$ cat config.mk
export PLATFORM = sky130hd
export DESIGN_NAME = bytecode_peephole_filter_unit
export DESIGN_NICKNAME = d
export VERILOG_FILES = /design/src/sv/bpf_pkg.sv /design/src/sv/bpf_front.sv /design/src/sv/bpf_queue.sv /design/src/sv/bpf_back.sv /design/src/sv/bytecode_peephole_filter_unit.sv
export SDC_FILE = /design/constraint.sdc
export NUM_CORES = 1
export LEC_CHECK = 0
export BUFFER_PORTS_ARGS = -buffer_cell sky130_fd_sc_hd__clkbuf_2
export CAP_MARGIN = 40
export CORE_ASPECT_RATIO = 2
export CORE_MARGIN = 3
export CORE_UTILIZATION = 55
export DETAILED_ROUTE_END_ITERATION = 16
export HOLD_SLACK_MARGIN = 0.15
export PLACE_DENSITY_LB_ADDON = 0.08
export SYNTH_ARGS = -nofsm -noshare
export SYNTH_HDL_FRONTEND = slang
export SYNTH_HIERARCHICAL = 1
export SYNTH_SLANG_ARGS = --single-unit
$ cat constraint.sdc
create_clock -name clk -period 7.45 [get_ports clk]
set_clock_uncertainty 0.2 [all_clocks]
set_input_delay 1.1175 -clock clk [delete_from_list [all_inputs] [get_ports clk]]
set_output_delay 1.1175 -clock clk [all_outputs]
set_load 0.1 [all_outputs]
$ cat src/sv/bpf_pkg.sv
// Shared opcodes, queue entry type and default constants for the bytecode
// peephole filter. No dependencies; every other file imports this package.
package bpf_pkg;

  localparam logic [31:0] BPF_MAX_LEN = 32'd65535;
  localparam int unsigned BPF_Q_DEPTH = 4;

  localparam logic [7:0] OP_NOP   = 8'h00;
  localparam logic [7:0] OP_LOAD  = 8'h01;
  localparam logic [7:0] OP_STR   = 8'h02;
  localparam logic [7:0] OP_MOV   = 8'h03;
  localparam logic [7:0] OP_JMP   = 8'h05;
  localparam logic [7:0] OP_RET   = 8'h0E;
  // JMP followed by this operand is a jump to the next byte and goes away
  localparam logic [7:0] JMP_NEXT_OPERAND = 8'h01;

  // One accepted byte worth of results: one or two result slots
  typedef struct packed {
    logic        two;      // second slot present
    logic [7:0]  b0;
    logic        v0;       // slot 0 carries a byte (0 only on a bare end marker)
    logic [7:0]  b1;       // slot 1 always carries a byte when present
    logic        last;     // final request of the sequence is in this entry
    logic [15:0] length;
    logic [15:0] removed;
    logic [15:0] nops;
    logic        zt;
  } bpf_entry_t;

  function automatic logic starts_pair(input logic [7:0] b);
    return (b == OP_LOAD) || (b == OP_MOV) || (b == OP_JMP) || (b == OP_RET);
  endfunction

endpackage

$ cat src/sv/bpf_front.sv
// Front end: accepts bytes, holds a pair candidate, rewrites pairs and keeps
// the sequence counters. Pushes one entry per productive request. Uses bpf_pkg.
module bpf_front import bpf_pkg::*; #(
  parameter logic [31:0] MAX_LEN = BPF_MAX_LEN
) (
  input  logic       clk,
  input  logic       rst_n,
  input  logic       in_acc,
  input  logic [7:0] in_byte,
  input  logic       in_last,
  output logic       q_push,
  output bpf_entry_t q_entry
);

  localparam logic [15:0] CNT_CAP = (MAX_LEN < 32'd65535) ? MAX_LEN[15:0] : 16'hFFFF;

  logic        held_valid_r, held_valid_nxt;
  logic [7:0]  held_byte_r, held_byte_nxt;
  logic [15:0] ic_r, ic_nxt;
  logic [15:0] oc_r, oc_a, oc_nxt;
  logic [15:0] nops_r, nops_nxt;
  logic [7:0]  first_r, first_nxt;
  logic [7:0]  second_r, second_nxt;
  logic [1:0]  e_n;
  logic [7:0]  e0, e1;
  logic        zt;

  always_comb begin
    e_n            = 2'd0;
    e0             = '0;
    e1             = '0;
    held_valid_nxt = held_valid_r;
    held_byte_nxt  = held_byte_r;
    if (held_valid_r) begin
      held_valid_nxt = 1'b0;
      held_byte_nxt  = '0;
      if (held_byte_r == OP_LOAD && in_byte == OP_STR) begin
        e0  = OP_MOV;
        e_n = 2'd1;
      end else if (held_byte_r == OP_MOV && in_byte == OP_MOV) begin
        e0  = OP_MOV;
        e_n = 2'd1;
      end else if (held_byte_r == OP_JMP && in_byte == JMP_NEXT_OPERAND) begin
        e_n = 2'd0;
      end else if (held_byte_r == OP_RET && in_byte == OP_RET) begin
        e0  = OP_RET;
        e_n = 2'd1;
      end else begin
        e0  = held_byte_r;
        e_n = 2'd1;
        if (in_byte == OP_NOP) begin
          e_n = 2'd1;
        end else if (starts_pair(in_byte)) begin
          held_valid_nxt = 1'b1;
          held_byte_nxt  = in_byte;
        end else begin
          e1  = in_byte;
          e_n = 2'd2;
        end
      end
    end else begin
      if (in_byte == OP_NOP) begin
        e_n = 2'd0;
      end else if (starts_pair(in_byte)) begin
        held_valid_nxt = 1'b1;
        held_byte_nxt  = in_byte;
      end else begin
        e0  = in_byte;
        e_n = 2'd1;
      end
    end
    // flush a candidate that has no successor
    if (in_last && held_valid_nxt) begin
      if (e_n == 2'd0) begin
        e0 = held_byte_nxt;
      end else begin
        e1 = held_byte_nxt;
      end
      e_n            = e_n + 2'd1;
      held_valid_nxt = 1'b0;
      held_byte_nxt  = '0;
    end
  end

  always_comb begin
    ic_nxt   = (ic_r < CNT_CAP) ? ic_r + 16'd1 : CNT_CAP;
    nops_nxt = nops_r;
    if (in_byte == OP_NOP) begin
      nops_nxt = (nops_r < CNT_CAP) ? nops_r + 16'd1 : CNT_CAP;
    end
    oc_a = oc_r;
    if (e_n != 2'd0) begin
      oc_a = (oc_r < CNT_CAP) ? oc_r + 16'd1 : CNT_CAP;
    end
    oc_nxt = oc_a;
    if (e_n == 2'd2) begin
      oc_nxt = (oc_a < CNT_CAP) ? oc_a + 16'd1 : CNT_CAP;
    end
    first_nxt  = first_r;
    second_nxt = second_r;
    if (e_n != 2'd0) begin
      if (oc_r == 16'd0) begin
        first_nxt = e0;
      end else if (oc_r == 16'd1) begin
        second_nxt = e0;
      end
    end
    if (e_n == 2'd2 && oc_a == 16'd1) begin
      second_nxt = e1;
    end
    zt = (oc_nxt == 16'd1 && (first_nxt == OP_NOP || first_nxt == OP_RET)) ||
         (oc_nxt == 16'd2 && first_nxt == OP_MOV && second_nxt == OP_RET);
  end

  assign q_push          = in_acc && (e_n != 2'd0 || in_last);
  assign q_entry.two     = (e_n == 2'd2);
  assign q_entry.b0      = e0;
  assign q_entry.v0      = (e_n != 2'd0);
  assign q_entry.b1      = e1;
  assign q_entry.last    = in_last;
  assign q_entry.length  = oc_nxt;
  assign q_entry.removed = ic_nxt - oc_nxt;
  assign q_entry.nops    = nops_nxt;
  assign q_entry.zt      = zt;

  always_ff @(posedge clk) begin
    if (!rst_n || (in_acc && in_last)) begin
      held_valid_r <= 1'b0;
      held_byte_r  <= '0;
      ic_r         <= '0;
      oc_r         <= '0;
      nops_r       <= '0;
      first_r      <= '0;
      second_r     <= '0;
    end else if (in_acc) begin
      held_valid_r <= held_valid_nxt;
      held_byte_r  <= held_byte_nxt;
      ic_r         <= ic_nxt;
      oc_r         <= oc_nxt;
      nops_r       <= nops_nxt;
      first_r      <= first_nxt;
      second_r     <= second_nxt;
    end
  end

  a_oc_le_ic: assert property (@(posedge clk) disable iff (!rst_n) oc_r <= ic_r)
    else $error("output count ran ahead of input count");
  a_end_clears_hold: assert property (@(posedge clk) disable iff (!rst_n)
    in_acc && in_last |=> !held_valid_r && ic_r == 16'd0)
    else $error("sequence state survived the final byte");

endmodule

$ cat src/sv/bpf_queue.sv
// Short queue of result entries between front and back end.
// Uses bpf_pkg for the entry type.
module bpf_queue import bpf_pkg::*; #(
  parameter int unsigned DEPTH = BPF_Q_DEPTH
) (
  input  logic       clk,
  input  logic       rst_n,
  input  logic       q_push,
  input  bpf_entry_t q_wdata,
  output logic       q_full,
  input  logic       q_pop,
  output logic       q_empty,
  output bpf_entry_t q_head
);

  localparam int unsigned PW = (DEPTH > 1) ? $clog2(DEPTH) : 1;
  localparam int unsigned CW = $clog2(DEPTH + 1);
  localparam logic [PW-1:0] LAST_PTR = PW'(DEPTH - 1);
  localparam logic [CW-1:0] FULL_CNT = CW'(DEPTH);

  bpf_entry_t    mem_r [DEPTH];
  logic [PW-1:0] wr_ptr_r, rd_ptr_r;
  logic [CW-1:0] cnt_r;
  logic          do_push, do_pop;

  assign q_full  = (cnt_r == FULL_CNT);
  assign q_empty = (cnt_r == '0);
  assign q_head  = mem_r[rd_ptr_r];
  assign do_push = q_push && !q_full;
  assign do_pop  = q_pop && !q_empty;

  always_ff @(posedge clk) begin
    if (do_push) begin
      mem_r[wr_ptr_r] <= q_wdata;
    end
  end

  always_ff @(posedge clk) begin
    if (!rst_n) begin
      wr_ptr_r <= '0;
      rd_ptr_r <= '0;
      cnt_r    <= '0;
    end else begin
      if (do_push) begin
        wr_ptr_r <= (wr_ptr_r == LAST_PTR) ? '0 : wr_ptr_r + 1'b1;
      end
      if (do_pop) begin
        rd_ptr_r <= (rd_ptr_r == LAST_PTR) ? '0 : rd_ptr_r + 1'b1;
      end
      if (do_push && !do_pop) begin
        cnt_r <= cnt_r + 1'b1;
      end else if (do_pop && !do_push) begin
        cnt_r <= cnt_r - 1'b1;
      end
    end
  end

endmodule

$ cat src/sv/bpf_back.sv
// Back end: splits each queue entry into one or two results and holds the
// oldest result in the output register. Uses bpf_pkg for the entry type.
module bpf_back import bpf_pkg::*; (
  input  logic        clk,
  input  logic        rst_n,
  input  logic        q_empty,
  input  bpf_entry_t  q_head,
  output logic        q_pop,
  output logic        empty,
  input  logic        pop,
  output logic [7:0]  out_byte,
  output logic        out_valid,
  output logic        out_last,
  output logic [15:0] out_length,
  output logic [15:0] out_removed_count,
  output logic [15:0] out_nop_count,
  output logic        out_zero_tick
);

  logic        sel_r;
  logic        ov_r;
  logic [7:0]  byte_r;
  logic        valid_r, last_r, zt_r;
  logic [15:0] len_r, rem_r, nops_r;
  logic        load, fin, res_last;

  assign load     = !q_empty && (!ov_r || pop);
  assign fin      = sel_r || !q_head.two;
  assign res_last = q_head.last && fin;
  assign q_pop    = load && fin;

  always_ff @(posedge clk) begin
    if (!rst_n) begin
      ov_r  <= 1'b0;
      sel_r <= 1'b0;
    end else begin
      if (load) begin
        ov_r  <= 1'b1;
        sel_r <= !fin;
      end else if (pop) begin
        ov_r <= 1'b0;
      end
    end
  end

  // payload: stats only ride on the final request of a sequence
  always_ff @(posedge clk) begin
    if (load) begin
      byte_r  <= sel_r ? q_head.b1 : q_head.b0;
      valid_r <= sel_r ? 1'b1 : q_head.v0;
      last_r  <= res_last;
      len_r   <= res_last ? q_head.length : '0;
      rem_r   <= res_last ? q_head.removed : '0;
      nops_r  <= res_last ? q_head.nops : '0;
      zt_r    <= res_last && q_head.zt;
    end
  end

  assign empty             = !ov_r;
  assign out_byte          = byte_r;
  assign out_valid         = valid_r;
  assign out_last          = last_r;
  assign out_length        = len_r;
  assign out_removed_count = rem_r;
  assign out_nop_count     = nops_r;
  assign out_zero_tick     = zt_r;

  a_sel_needs_entry: assert property (@(posedge clk) disable iff (!rst_n)
    sel_r |-> !q_empty && q_head.two)
    else $error("second slot selected without a two-slot entry");
  a_stats_only_last: assert property (@(posedge clk) disable iff (!rst_n)
    !empty && !out_last |-> out_length == 16'd0 && out_nop_count == 16'd0 && !out_zero_tick)
    else $error("statistics on a non-final request");

endmodule

$ cat src/sv/bytecode_peephole_filter_unit.sv
// Top level of the bytecode peephole filter: front end, entry queue, back end.
// Uses bpf_pkg, bpf_front, bpf_queue and bpf_back.
//
// A byte is accepted in any cycle in which the entry queue has room, so bytes
// may arrive back to back. Each byte produces zero, one or two results (a held
// pair candidate plus the byte itself, or the closing statistics); the result
// port hands out one result per cycle while pop is held, from a single output
// register, and the queue of Q_DEPTH entries absorbs bursts. An accepted
// byte's results pass through the entry queue and then the output register
// before they reach the ports. A byte that may begin a pair (LOAD, MOV,
// JMP, RET) produces no result until the next byte arrives or the sequence
// ends. The final result of every sequence has out_last set and carries the
// counts; when the last byte emits nothing, that result has out_valid low.
module bytecode_peephole_filter_unit import bpf_pkg::*; #(
  parameter logic [31:0] MAX_LEN = BPF_MAX_LEN,
  parameter int unsigned Q_DEPTH = BPF_Q_DEPTH
) (
  input  logic        clk,
  input  logic        rst_n,
  input  logic        push,
  output logic        full,
  input  logic [7:0]  in_byte,
  input  logic        in_last,
  output logic        empty,
  input  logic        pop,
  output logic [7:0]  out_byte,
  output logic        out_valid,
  output logic        out_last,
  output logic [15:0] out_length,
  output logic [15:0] out_removed_count,
  output logic [15:0] out_nop_count,
  output logic        out_zero_tick
);

  logic       q_push, q_full, q_pop, q_empty;
  bpf_entry_t q_wdata, q_head;
  logic       in_acc;

  assign in_acc = push && !q_full;
  assign full   = q_full;

  bpf_front #(.MAX_LEN(MAX_LEN)) u_front (
    .clk     (clk),
    .rst_n   (rst_n),
    .in_acc  (in_acc),
    .in_byte (in_byte),
    .in_last (in_last),
    .q_push  (q_push),
    .q_entry (q_wdata)
  );

  bpf_queue #(.DEPTH(Q_DEPTH)) u_queue (
    .clk     (clk),
    .rst_n   (rst_n),
    .q_push  (q_push),
    .q_wdata (q_wdata),
    .q_full  (q_full),
    .q_pop   (q_pop),
    .q_empty (q_empty),
    .q_head  (q_head)
  );

  bpf_back u_back (
    .clk               (clk),
    .rst_n             (rst_n),
    .q_empty           (q_empty),
    .q_head            (q_head),
    .q_pop             (q_pop),
    .empty             (empty),
    .pop               (pop),
    .out_byte          (out_byte),
    .out_valid         (out_valid),
    .out_last          (out_last),
    .out_length        (out_length),
    .out_removed_count (out_removed_count),
    .out_nop_count     (out_nop_count),
    .out_zero_tick     (out_zero_tick)
  );

endmodule

# After elaboration in Yosys (flattened, before gate mapping)
# Memory sizes are Yosys's and may differ from the RTL's. A register that Yosys moved wholly into a read port is not among the register bits.
# Index checks and enable logic that the tools add are counted.
# classes
addsub,10
magnitude_cmp,4
eq_ne,20
mux,68
reduce_logical,45
# ops
op,n
$mux 8,33
$mux 16,7
$add 16x1->16 const B,4
$lt 16x16->1 const B,4
$eq 16x1->1 const B,3
$eq 8x2->1 const B,4
$eq 8x4->1 const B,4
$mux 2,13
$logic_and 1x1->1,20
$eq 16x2->1 const B,1
$eq 8x1->1 const B,2
$eq 8x3->1 const B,2
$logic_not 16->1,1
$logic_not 8->1,2
$sub 16x16->16,1
$mux 1,13
$logic_or 1x1->1,9
$logic_not 1->1,8
$add 2x1->2 const B,3
$eq 2x2->1 const B,3
$mux 3,2
$reduce_bool 2->1,3
$add 3x1->3 const B,1
$eq 3x3->1 const B,1
other kinds (3),3
# totals
reg_bits,141
ramBits,272
inputBits,13
output_inout_bits,61
elab_cells,167
mem_count,1
# mem_list
memory,depth,word_bits,rd,rd_ports_with_merged_regs,write_ports,line_no,text
u_queue.mem_r,4,68,1,1,1,bpf_queue.sv:21,bpf_entry_t mem_r [DEPTH];

# Depth between registers and ports, before layout
# Gate-level depths: netlist (run 1).
# depth
word_depth,22
depth_mapped,34
mapped_depth_nobuf,32

# Modules after synthesis
# Netlist (run 1), hierarchy kept.
# by_module_without_submodules
mod,n_inst,cells_each,area_per_inst_um2,seq_area_each_um2
bpf_queue,1,407,10309.9,8348.0
bpf_front,1,826,6129.6,1461.4
bpf_back,1,136,2314.7,1811.7
bytecode_peephole_filter_unit,1,1,13.8,0.0

# Least setup slack after synthesis (run 1)
# OpenSTA, ideal clock, no wires.
# synth_timing
path_kind,in2reg
startpoint,input in_byte[0]
endpoint,memory u_queue/mem_r[0][29] (netlist name) (data pin)
setup_time_ns,0.271
arrival_ns,7.058
required_ns,6.979
path_slack_ns,-0.079
cell_stages,33
path_buffers,4
cell_sequence,buf_6 > nor2b_1 > a21boi_4 > o31ai_2 > and2_1 > buf_4 > inv_1 > ha_1 > a21oi_1 > and4_4 > buf_6 > nor2_1 > nor2_1 > a21oi_1 > ha_1 > o21ai_0 > nor4_2 > and4_1 > buf_2 > nor2_1 > ha_1 > nor2b_1 > o21ai_0 > a21boi_0 > o21ai_0 > a21boi_0 > o21ai_0 > a21boi_0 > o21ai_0 > a21boi_0 > o21ai_0 > nand2_1 > xor2_1
# synth_lines
element,line_no,text
"start, declared",bytecode_peephole_filter_unit.sv:22,"input logic [7:0] in_byte,"
"end, declared",bpf_queue.sv:21,

==> results of run 1 <==
[cell usage in the layout (no fill, tap or decap), types with 6 or more instances in the layout]
master	n
a211oi_1	26
a21boi_0	8
a21o_1	7
a21oi_1	33
a22oi_1	7
a311oi_1	25
a31oi_1	14
and2_1	70
and3_1	22
buf_4	74
bufinv_16	6
clkbuf_1	8
clkbuf_16	38
clkbuf_2	73
dfxtp_1	82
edfxtp_1	331
ha_1	29
inv_1	44
mux2_2	14
mux2i_1	24
mux4_2	68
nand2_1	90
nand3_1	31
nand3b_1	9
nand4_1	17
nor2_1	125
nor2b_1	16
nor3_1	14
nor4_1	14
o21ai_0	24
xnor2_1	26
xor2_1	18
[cell type report]
cell class | instances | area, µm² | share of cell area
inverter | 44 | 165 | 0.00778
tap | 436 | 546 | 0.0257
timing repair buffer | 151 | 981 | 0.0462
multi-input combinational | 837 | 6620 | 0.312
sequential | 415 | 11600 | 0.548
clock buffer | 50 | 1040 | 0.0488
clock inverter | 16 | 244 | 0.0115
[Yosys cell counts, drive strengths merged, types with 17 or more instances]
master	n	area, µm²
a211oi	29	240
a21oi	34	181
a311oi	25	219
and2	74	463
and3	22	138
buf	29	251
clkbuf	45	174
dfxtp	84	1680
edfxtp	331	9940
ha	29	363
inv	44	165
mux2i	26	264
mux4	68	1530
nand2	91	342
nand3	31	155
nand4	17	106
nor2	127	477
nor2b	19	136
nor3	17	101
o21ai	29	145
xnor2	26	228
xor2	18	158
[flip-flops by register name, indices dropped and copies added (netlist names), 2 cells and up, named ones only]
signal,flops
u_queue/mem_r,272
u_back/out_length,16
u_back/out_nop_count,16
u_back/out_removed_count,16
u_front/ic_r,16
u_front/nops_r,16
u_front/oc_r,16
u_back/out_byte,8
u_front/first_r,8
u_front/held_byte_r,8
u_front/second_r,8
u_queue/cnt_r,3
u_queue/rd_ptr_r,2
u_queue/wr_ptr_r,2
[metrics by stage]
stage	worst slack, ns	total power, µW
floorplan	0.0244	6050
detailed placement	-0.145	6730
finish	0.579	8630
CTS	0.367	8740
global placement	0.0731	6660
global route	0.0239	9040
[repair_timing]
item | 4_1_cts | 5_1_grt
setup buffers | 0 | 1
endpoints found under the setup margin | 0 | 24
gates resized for setup | 0 | 9
[layer usage]
| metal | part of all wire | track usage |
|---|---|---|
| met4 | 0.062 | 0.128 |
| met1 | 0.35 | 0.253 |
| met2 | 0.55 | 0.438 |
| met3 | 0.034 | 0.0261 |
| met5 | 0 | 0 |
[logic make-up after synthesis]
| kind of cell | Yosys count | share of synthesized area |
|---|---|---|
| compound gates | 191 | 0.0732 |
| xor+xnor | 44 | 0.0205 |
| simple gates | 462 | 0.129 |
| flops | 415 | 0.619 |
| buf+inv | 118 | 0.0315 |
| fa+ha+maj | 31 | 0.0215 |
| mux | 109 | 0.105 |
[worst max-delay path by stage]
stage	slack [ns]	endpoint
3_3_place_gp	0.07	u_queue/mem_r[0][31]
3_5_place_dp	-0.14	u_queue/mem_r[0][31]
6_report	0.58	u_queue/mem_r[3][32]
5_1_grt	0.02	u_queue/mem_r[2][31]
2_1_floorplan	0.02	u_queue/mem_r[0][29]
4_1_cts	0.37	u_queue/mem_r[2][31]
[power breakdown]
group          internal (µW)  switching (µW)
sequential              3230             233
combinational            905            2270
clock                   1190             804
[worst max-delay path: cells and delay by family]
kind                     cells  cell delay (ns)
adder cells (fa/ha/maj)      2             0.52
AND/OR/NAND/NOR             10             1.92
XOR/XNOR                     1             0.15
buffers and inverters        4             0.57
AO/OA/AOI/OAI               13             2.65
==> summary.txt, run 1 <==
Run status
  • Status: complete, no violations

STA
  • Final setup fails: 0
  • Period utilisation layout: 0.922
  • RSZ-0062 raised after global routing: false
  • Setup_tns: 0 ns
  • Max Freq: 146 MHz
  • Fin. max-slew vios: 0
  • Slew @ Worst Pin: 0.891 ns
  • Final worst path period need: between 6 and 7 ns
  • Worst hold slack: 0.263 ns
  • Count of final hold-check violations: 0
  • Headroom to the max-slew limit: 0.406

Placement
  • Placer Congestion: 0.945
  • Dpl cells: 1882
  • DP HPWL: 28800 µm
  • PortBufs: 73
  • Placed cell areas: a little under 0.02 mm²

GRT
  • First-pass GRT wire length: roughly 65000 µm
  • Vias in the first global route: 11900
  • Initial antenna violation count: 0
  • Largest net degree at the start of global routing: slightly above 60
  • GR Util All Layers: 0.234
  • Total grt overflow: 0

Setup path
  • CP startpoint: in_byte[7]
  • Reg-to-reg slack, setup: 0.68 ns
  • CP Capture Type: flop
  • Startpoint types: primary input
  • Cells on worst reg2reg path: 29
  • Crit-path slowest cell: a2111oi_2
  • WS Path Type: primary input to flop
  • Critical path arrival: between 6 and 7 ns
  • Crit-path max cell delay: 0.45 ns
  • CP Max Fanout: 7
  • Worst flop-to-flop path startpoint: u_front/held_byte_r[4]
  • Crit-path most repeated cell: o21ai_0
  • Worst R2R End: u_queue/mem_r[3][32]
  • Worst EP required: 7.51 ns

Cells and area
  • Non-Filler Cell Area, Final: 0.0212 mm²
  • Ant diodes: 0
  • Layout Area Growth over Synthesis: 13.1%
  • Post-layout nets: around 1500
  • Fill count: 2557
  • Fraction of layout cells with a size suffix above 1: 0.217
  • Post-Route Utilization: 0.631
  • Post-Layout Cell Count: 1949

Routing
  • WL per Instance: 21.4 µm
  • Post-DR vias/cell: 5.98
  • Vias post-DR: between 10000 and 15000
  • Routed Wire Length: 41700 µm
  • First-pass DRT Iterations: 5
  • Iter 0 DRT Violations: 636
  • Final ANT Viol Nets: 0
  • # DRC: 0

Min path
  • Hold Crit Depth: 2
  • HP Class: flop to flop
  • Sink of the worst hold path: u_front/first_r[7]
  • Min-Delay Startpoint: u_front/first_r[7]

Synth
  • Ys Warns: 6
  • Syn nets: 1414
  • Yosys reg bits: 415
  • Netlist Area Pre-Place: 0.0188 mm²
  • Main synth FF type: edfxtp_1
  • Sequential area share after synthesis: 0.619
  • Distinct cell type count of the synthesized netlist: 82
  • Mapped Cells: between 1000 and 1500
  • Number of synthesized flops with an enable pin: 331
  • Syn avg cell area: 13.7 µm²
  • FFs w/ async S/R, synth: 0

Flow run
  • Max-cap violations: 0

Floorplan
  • Die X: around 140 µm
  • Die height: 267 µm
  • FP Rows: 95
  • Initial Util: 0.558
  • Die ar.: 0.0365 mm²
  • Placeable Area: 0.0336 mm²
  • Top Ports: 74

CTS
  • CTS tree: yes
  • Hold_buf cts: 0
  • Clock latency on the worst-skew pair: approximately 0.53 ns
  • Clk slew on worst S/H paths: 0.06 ns
  • Maximum clock path buffer count: 3
  • Number of buffers created by CTS: 36
  • H-tree level count: 2
  • Clock Tree Root: clkbuf_16
  • CTS Sinks: 415

Pwr
  • Pwr/cell area: 407 mW/mm²
  • Max VDD drop: 0.532 mV
  • LEAKAGE: about 0.0076 µW
No activity file was read; power rests on OpenSTA's default activity.
==> inputs of run 2 (changes only) <==
--- a/config.mk
+++ b/config.mk
@@ -15,5 +15,4 @@
 export PLACE_DENSITY_LB_ADDON = 0.08
 export SYNTH_ARGS = -nofsm -noshare
 export SYNTH_HDL_FRONTEND = slang
-export SYNTH_HIERARCHICAL = 1
 export SYNTH_SLANG_ARGS = --single-unit
==> run 2 against run 1 <==
Against the previous run:
- core utilization down 0.52 points
- fmax decreased by 0.43%
- sequential power decreased by 6.6%
- power is 6.5% lower
- via count is 3.3% higher
- critical path type unchanged
- worst setup slack got worse by 0.030 ns
- cell area fell by 0.83%
- largest power group unchanged
- critical path depth shrank 1
- sequential share of layout area rose by 0.44 points
- hold slack lost 0.0084 ns
==> summary.txt, run 2 <==
Run status
  • Status: complete, no violations

Setup path
  • Crit-path slowest cell: a311o_1
  • Critical path arrival: 6.95 ns
  • CP Capture Type: flop
  • Worst R2R End: u_queue.mem_r[0][31]
  • Crit-path most repeated cell: o21ai_0
  • Cells on worst reg2reg path: 28
  • WS Path Type: primary input to flop
  • Worst EP required: 7.50 ns
  • Worst flop-to-flop path startpoint: u_front.held_byte_r[2]
  • Startpoint types: primary input
  • CP Max Fanout: 15
  • Crit-path max cell delay: 0.39 ns
  • Reg-to-reg slack, setup: ~0.8 ns

Synth
  • Sequential area share after synthesis: 0.620
  • Post-synth top cells: edfxtp_1 (331), nand2_1 (142), nor2_1 (122)
  • Ys Warns: 0
  • Area leader, netlist: edfxtp_1
  • Number of synthesized flops with an enable pin: between 300 and 400
  • Synth area leaders: edfxtp_1 (53%), dfxtp_1 (9.0%), mux4_2 (8.2%)
  • Synth top area share: 0.530
  • Syn nets: 1497
  • Distinct cell type count of the synthesized netlist: 84
  • Syn avg cell area: 12.9 µm²
  • Mapped Cells: 1455
  • Most frequent cell after synthesis: edfxtp_1
  • Yosys reg bits: 415
  • Main synth FF type: edfxtp_1
  • Netlist Area Pre-Place: 0.0188 mm²
  • FFs w/ async S/R, synth: 0

Pwr
  • Max VDD drop: 0.336 mV
  • LEAKAGE: 0.00760 µW
  • Sequential share of power: 0.400
  • Combinational share of power: 0.378
  • P_int: 4830 µW
  • Sw Pwr: 3230 µW
  • Sw Share: 0.401
  • Pwr/cell area: between 300 and 400 mW/mm²
  • Clock power share: 0.222

STA
  • RSZ-0062 raised after global routing: false
  • Final worst path period need: 6.90 ns
  • Fin. max-slew vios: 0
  • Count of final hold-check violations: 0
  • Max Freq: 145 MHz
  • Setup_tns: 0 ns
  • Period utilisation layout: 0.926
  • Headroom to the max-slew limit: 0.357
  • Final setup fails: 0
  • Slew @ Worst Pin: 0.965 ns

Cells and area
  • Post-layout nets: 1596
  • Max FFs per register: 272
  • Biggest register: u_queue.mem_r
  • Commonest non-fill, non-tap cell in the layout: edfxtp_1
  • Fraction of layout cells with a size suffix above 1: 0.196
  • Post-Layout Cell Count: just over 2000
  • Most frequent cells in the layout: edfxtp_1 (331), nand2_1 (141), nor2_1 (122), dfxtp_1 (82), a21oi_1 (81)
  • Layout Area Growth over Synthesis: 12.2%
  • Ant diodes: 0

CTS
  • Hold_buf cts: 0
  • Maximum clock path buffer count: 3
  • H-tree level count: 2
  • CTS Sinks: 415
  • CTS resizes: 0
  • Postcts setup bufs: 0
  • Clock Tree Root: clkbuf_16
  • Clock latency on the worst-skew pair: around 0.54 ns
  • Number of buffers created by CTS: 36
  • Clk slew on worst S/H paths: roughly 0.07 ns
  • CTS tree: yes

Routing
  • Routed Wire Length: between 40000 and 50000 µm
  • WL per Instance: ~22 µm
  • # DRC: 0
  • Final ANT Viol Nets: 0
  • Vias post-DR: 12000
  • Iter 0 DRT Violations: 768
  • First-pass DRT Iterations: 5
  • Post-DR vias/cell: 5.97

Placement
  • Placer Congestion: 0.922
  • PortBufs: 73
  • Dpl cells: between 1500 and 2000
  • DP HPWL: 30700 µm

Min path
  • Hold Crit Depth: 2
  • Min-Delay Startpoint: u_front.second_r[0]
  • HP Class: flop to flop
  • Sink of the worst hold path: u_front.second_r[0]

Flow run
  • Max-cap violations: 0

Floorplan
  • Top Ports: 74
  • Die X: roughly 140 µm
  • Initial Util: 0.558
  • Die ar.: about 0.036 mm²
  • Die height: 267 µm
  • FP Rows: 95
  • Placeable Area: 0.0336 mm²

GRT
  • Largest net degree at the start of global routing: 80
  • GR Util All Layers: 0.251
  • First-pass GRT wire length: about 70000 µm
  • Vias in the first global route: 12200
  • Initial antenna violation count: 0
  • Total grt overflow: 0
==> run 2: stage by stage <==
| step | total power [µW] | hold WS [ns] | util | setup slack [ns] | area [µm²] |
|---|---|---|---|---|---|
| final | 8070 | 0.254 | 0.626 | 0.549 | 21000 |
| after global routing | 8430 | 0.285 | 0.626 | 0.0273 | 21000 |
| after CTS | 8160 | 0.258 | 0.626 | 0.565 | 21000 |
| after detailed placement | 6360 | 0.248 | 0.593 | 0.0377 | 19900 |
| after global placement | 6290 | 0.237 | 0.592 | 0.112 | 19900 |
| after floorplan | 5680 | 0.226 | - | 0.106 | 18800 |
==> run 2: critical path: cells and delay by family <==
| family | cells | cell delay (ns) |
|---|---|---|
| AO/OA/AOI/OAI | 12 | 2.43 |
| adder cells (fa/ha/maj) | 2 | 0.56 |
| buffers and inverters | 5 | 0.64 |
| multiplexers | 1 | 0.32 |
| AND/OR/NAND/NOR | 9 | 1.87 |
==> run 2: how the worst max path moves through the flow <==
stage / from / slack, ns / to / cells after the start
after global routing: in_byte[0] / 0.03 / u_queue.mem_r[0][31] / 30
after global placement: in_byte[3] / 0.11 / u_queue.mem_r[0][31] / 29
after CTS: in_byte[0] / 0.56 / u_queue.mem_r[0][31] / 29
after detailed placement: in_byte[0] / 0.04 / u_queue.mem_r[0][31] / 29
after floorplan: in_byte[5] / 0.11 / u_queue.mem_r[0][31] / 29
final: in_byte[0] / 0.55 / u_queue.mem_r[0][31] / 29
==> run 2: final cells by class <==
type / count / area, µm²
fillers: 2599 / 12600
flip-flops and latches: 415 / 11600
multi-input cells: 906 / 6650
clock buffers: 49 / 1010
repair buffers: 145 / 923
well taps: 436 / 546
inverters: 50 / 188
clock inverters: 16 / 100
==> run 2: power groups by stage <==
stage / Sequential, µW / Combinational [µW] / Clock [µW]
2_1_floorplan: 4430 / 1250 / 0
3_3_place_gp: 3260 / 3020 / 0
3_5_place_dp: 3280 / 3080 / 0
4_1_cts: 3230 / 3090 / 1840
5_1_grt: 3270 / 3250 / 1920
6_report: 3230 / 3050 / 1790
==> run 2: metal layers <==
layer | track usage | share of wire | up-vias
met1 | 0.280 | 0.36 | 5967
met3 | 0.0258 | 0.032 | 130
met5 | 0 | 0 | -
met2 | 0.460 | 0.54 | 293
met4 | 0.143 | 0.066 | 0
li1 | - | - | 5650
==> run 2: cell families (layout without fill, tap and decap cells) <==
family                   after synthesis  in the layout  synth area share
AND/OR/NAND/NOR                      538            538             0.148
buffers and inverters                134            260            0.0287
multiplexers                          88             88            0.0931
AO/OA/AOI/OAI                        214            214            0.0734
adder cells (fa/ha/maj)               29             29            0.0201
XOR/XNOR                              37             37            0.0173
flip-flops                           415            415             0.620
==> inputs of run 3 (changes only) <==
--- a/config.mk
+++ b/config.mk
@@ -12,7 +12,7 @@
 export CORE_UTILIZATION = 55
 export DETAILED_ROUTE_END_ITERATION = 16
 export HOLD_SLACK_MARGIN = 0.15
-export PLACE_DENSITY_LB_ADDON = 0.08
+export PLACE_DENSITY = 0.75
 export SYNTH_ARGS = -nofsm -noshare
 export SYNTH_HDL_FRONTEND = slang
 export SYNTH_SLANG_ARGS = --single-unit
==> run 3 against run 2 <==
Against the previous run:
- critical endpoint is now u_queue.mem_r[3][31]
- largest power group unchanged
- fmax decreased by 0.59%
- count of clock-buffer cells in the layout decreased by 7
- sequential share of layout area about the same
- sequential power about the same
- power increased by 0.20%
- clock power increased by 3%
- sequential cell count unchanged
- register-to-register slack about the same
- worst setup slack got worse by 0.041 ns
- routed wire length decreased by 4.6%
- highest routed layer unchanged
- largest cell class unchanged
==> summary.txt, run 3 (synthesis results as in run 2) <==
Floorplan
  • Placeable Area: between 0.03 and 0.04 mm²
  • FP Rows: between 90 and 100
  • Die X: 137 µm
  • Top Ports: 74
  • Die height: 267 µm
  • Initial Util: 0.558
  • Die ar.: 0.0365 mm²

CTS
  • Postcts setup bufs: 0
  • Clock latency on the worst-skew pair: 0.54 ns
  • H-tree level count: 2
  • CTS Sinks: 415
  • Clock Tree Root: clkbuf_16
  • Clk slew on worst S/H paths: about 0.07 ns
  • Number of buffers created by CTS: 35
  • Maximum clock path buffer count: 3
  • CTS tree: yes

Setup path
  • Crit-path slowest cell: nor4_4
  • Startpoint types: primary input
  • Crit-path max cell delay: 0.38 ns
  • Reg-to-reg slack, setup: 0.77 ns
  • CP startpoint: in_byte[2]
  • Worst Setup EP: u_queue.mem_r[3][31]
  • WS Path Type: primary input to flop
  • CP Max Fanout: 15
  • Critical path arrival: 7.01 ns
  • Worst R2R End: u_queue.mem_r[3][31]
  • Crit-path most repeated cell: o21ai_0
  • Worst flop-to-flop path startpoint: u_front.held_byte_r[4]
  • Worst EP required: 7.52 ns
  • Cells on worst reg2reg path: 26
  • CP Capture Type: flop

GRT
  • Largest net degree at the start of global routing: 80
  • GR Util All Layers: 0.241
  • First-pass GRT wire length: 67300 µm
  • Vias in the first global route: around 12000
  • Total grt overflow: 0
  • Initial antenna violation count: 0

Placement
  • PortBufs: 73
  • DP HPWL: 28800 µm
  • Placer Congestion: 0.969
  • Pre-CTS WS: -0.00861 ns

Routing
  • Routed Wire Length: ~43000 µm
  • # DRC: 0
  • Iter 0 DRT Violations: around 900
  • Post-DR vias/cell: roughly 6.0
  • Final ANT Viol Nets: 0
  • First-pass DRT Iterations: 5
  • Vias post-DR: 12000
  • WL per Instance: 21.4 µm

Pwr
  • Max VDD drop: between 0.3 and 0.4 mV
  • LEAKAGE: approximately 0.0076 µW
  • Pwr/cell area: between 300 and 400 mW/mm²

Cells and area
  • Ant diodes: 0
  • Fraction of layout cells with a size suffix above 1: 0.189
  • Layout Area Growth over Synthesis: 12.1%
  • Post-layout nets: 1585
  • Most frequent cells in the layout: edfxtp_1 (331), nand2_1 (141), nor2_1 (122), dfxtp_1 (82), a21oi_1 (81)
  • Biggest register: u_queue.mem_r
  • Post-Route Utilization: 0.625
  • Commonest non-fill, non-tap cell in the layout: edfxtp_1
  • Max FFs per register: 272

STA
  • Count of final hold-check violations: 0
  • Final setup fails: 0
  • Slew @ Worst Pin: just over 0.9 ns
  • Max Freq: 144 MHz
  • RSZ-0062 raised after global routing: false
  • Period utilisation layout: 0.932
  • Headroom to the max-slew limit: 0.385
  • Final worst path period need: 6.94 ns
  • Setup_tns: 0 ns
  • Post-layout worst setup margin: just over 0.5 ns
  • Fin. max-slew vios: 0

Run status
  • Status: complete, no violations

Min path
  • HP Class: flop to flop

Flow run
  • Max-cap violations: 0
-- run 3: cell count changes in the layout (fill, tap and decap cells not counted), moves of 2 or more --
cell        previous run  this run
and2_2                 0         4
and2_4                 5         1
buf_12                 0         4
buf_4                 70        57
bufinv_16              0         4
clkbuf_1               7         5
clkbuf_8               6         2
clkinv_1               4         7
clkinv_2               7         4
clkinvlp_4             1         3
-- run 3: what timing repair did --
item | in CTS | in global routing
resized for setup | 0 | 1
setup endpoints to repair | 0 | 4
hold buffers | 0 | 0
-- run 3: worst max-delay path, delay by kind of cell --
kind / cells / cell delay (ns)
AOI/OAI and AO/OA: 12 / 2.60
and+or+nand+nor: 10 / 2.11
adders and majority gates: 2 / 0.57
buffers and inverters: 3 / 0.31
muxes: 1 / 0.31
-- run 3: layer usage --
layer | GRT usage | up-vias | wire length [µm]
li1 | - | 5624 | -
met1 | 0.264 | 6008 | 15300
met2 | 0.452 | 274 | 24000
met3 | 0.0250 | 114 | 1210
met4 | 0.123 | 0 | 2350
met5 | 0 | - | 0
-- run 3: layout make-up --
cell class	count	area [µm²]
clock inverters	21	226
fillers	2536	12600
multi-input cells	906	6630
inverters	50	188
clock buffers	42	922
flip-flops and latches	415	11600
repair buffers	135	885
well taps	436	546
-- run 3: worst min-delay path by stage --
stage / start / endpoint / slack, ns / cells past startpoint
floorplan: u_front.first_r[7] / u_front.first_r[7] / 0.23 / 2
global placement: u_front.second_r[0] / u_front.second_r[0] / 0.24 / 2
detailed placement: u_front.first_r[7] / u_front.first_r[7] / 0.25 / 2
CTS: u_front.first_r[7] / u_front.first_r[7] / 0.26 / 2
global route: u_front.first_r[5] / u_front.first_r[5] / 0.29 / 2
finish: u_front.first_r[6] / u_front.first_r[6] / 0.27 / 2
-- run 3: power breakdown --
part / total, µW / internal, µW / switching, µW
registers: 3260 / 3060 / 198
logic: 2970 / 788 / 2180
clock network: 1850 / 1030 / 814
-- run 3: metrics by stage --
step | hold WS, ns | instance area (µm²) | cells | power, µW
after CTS | 0.264 | 21000 | 2005 | 8160
after global placement | 0.238 | 19800 | 1940 | 6230
final | 0.266 | 21000 | 2005 | 8080
after detailed placement | 0.246 | 19900 | 1942 | 6310
after global routing | 0.292 | 21000 | 2005 | 8430
after floorplan | 0.226 | 18800 | 1455 | 5680
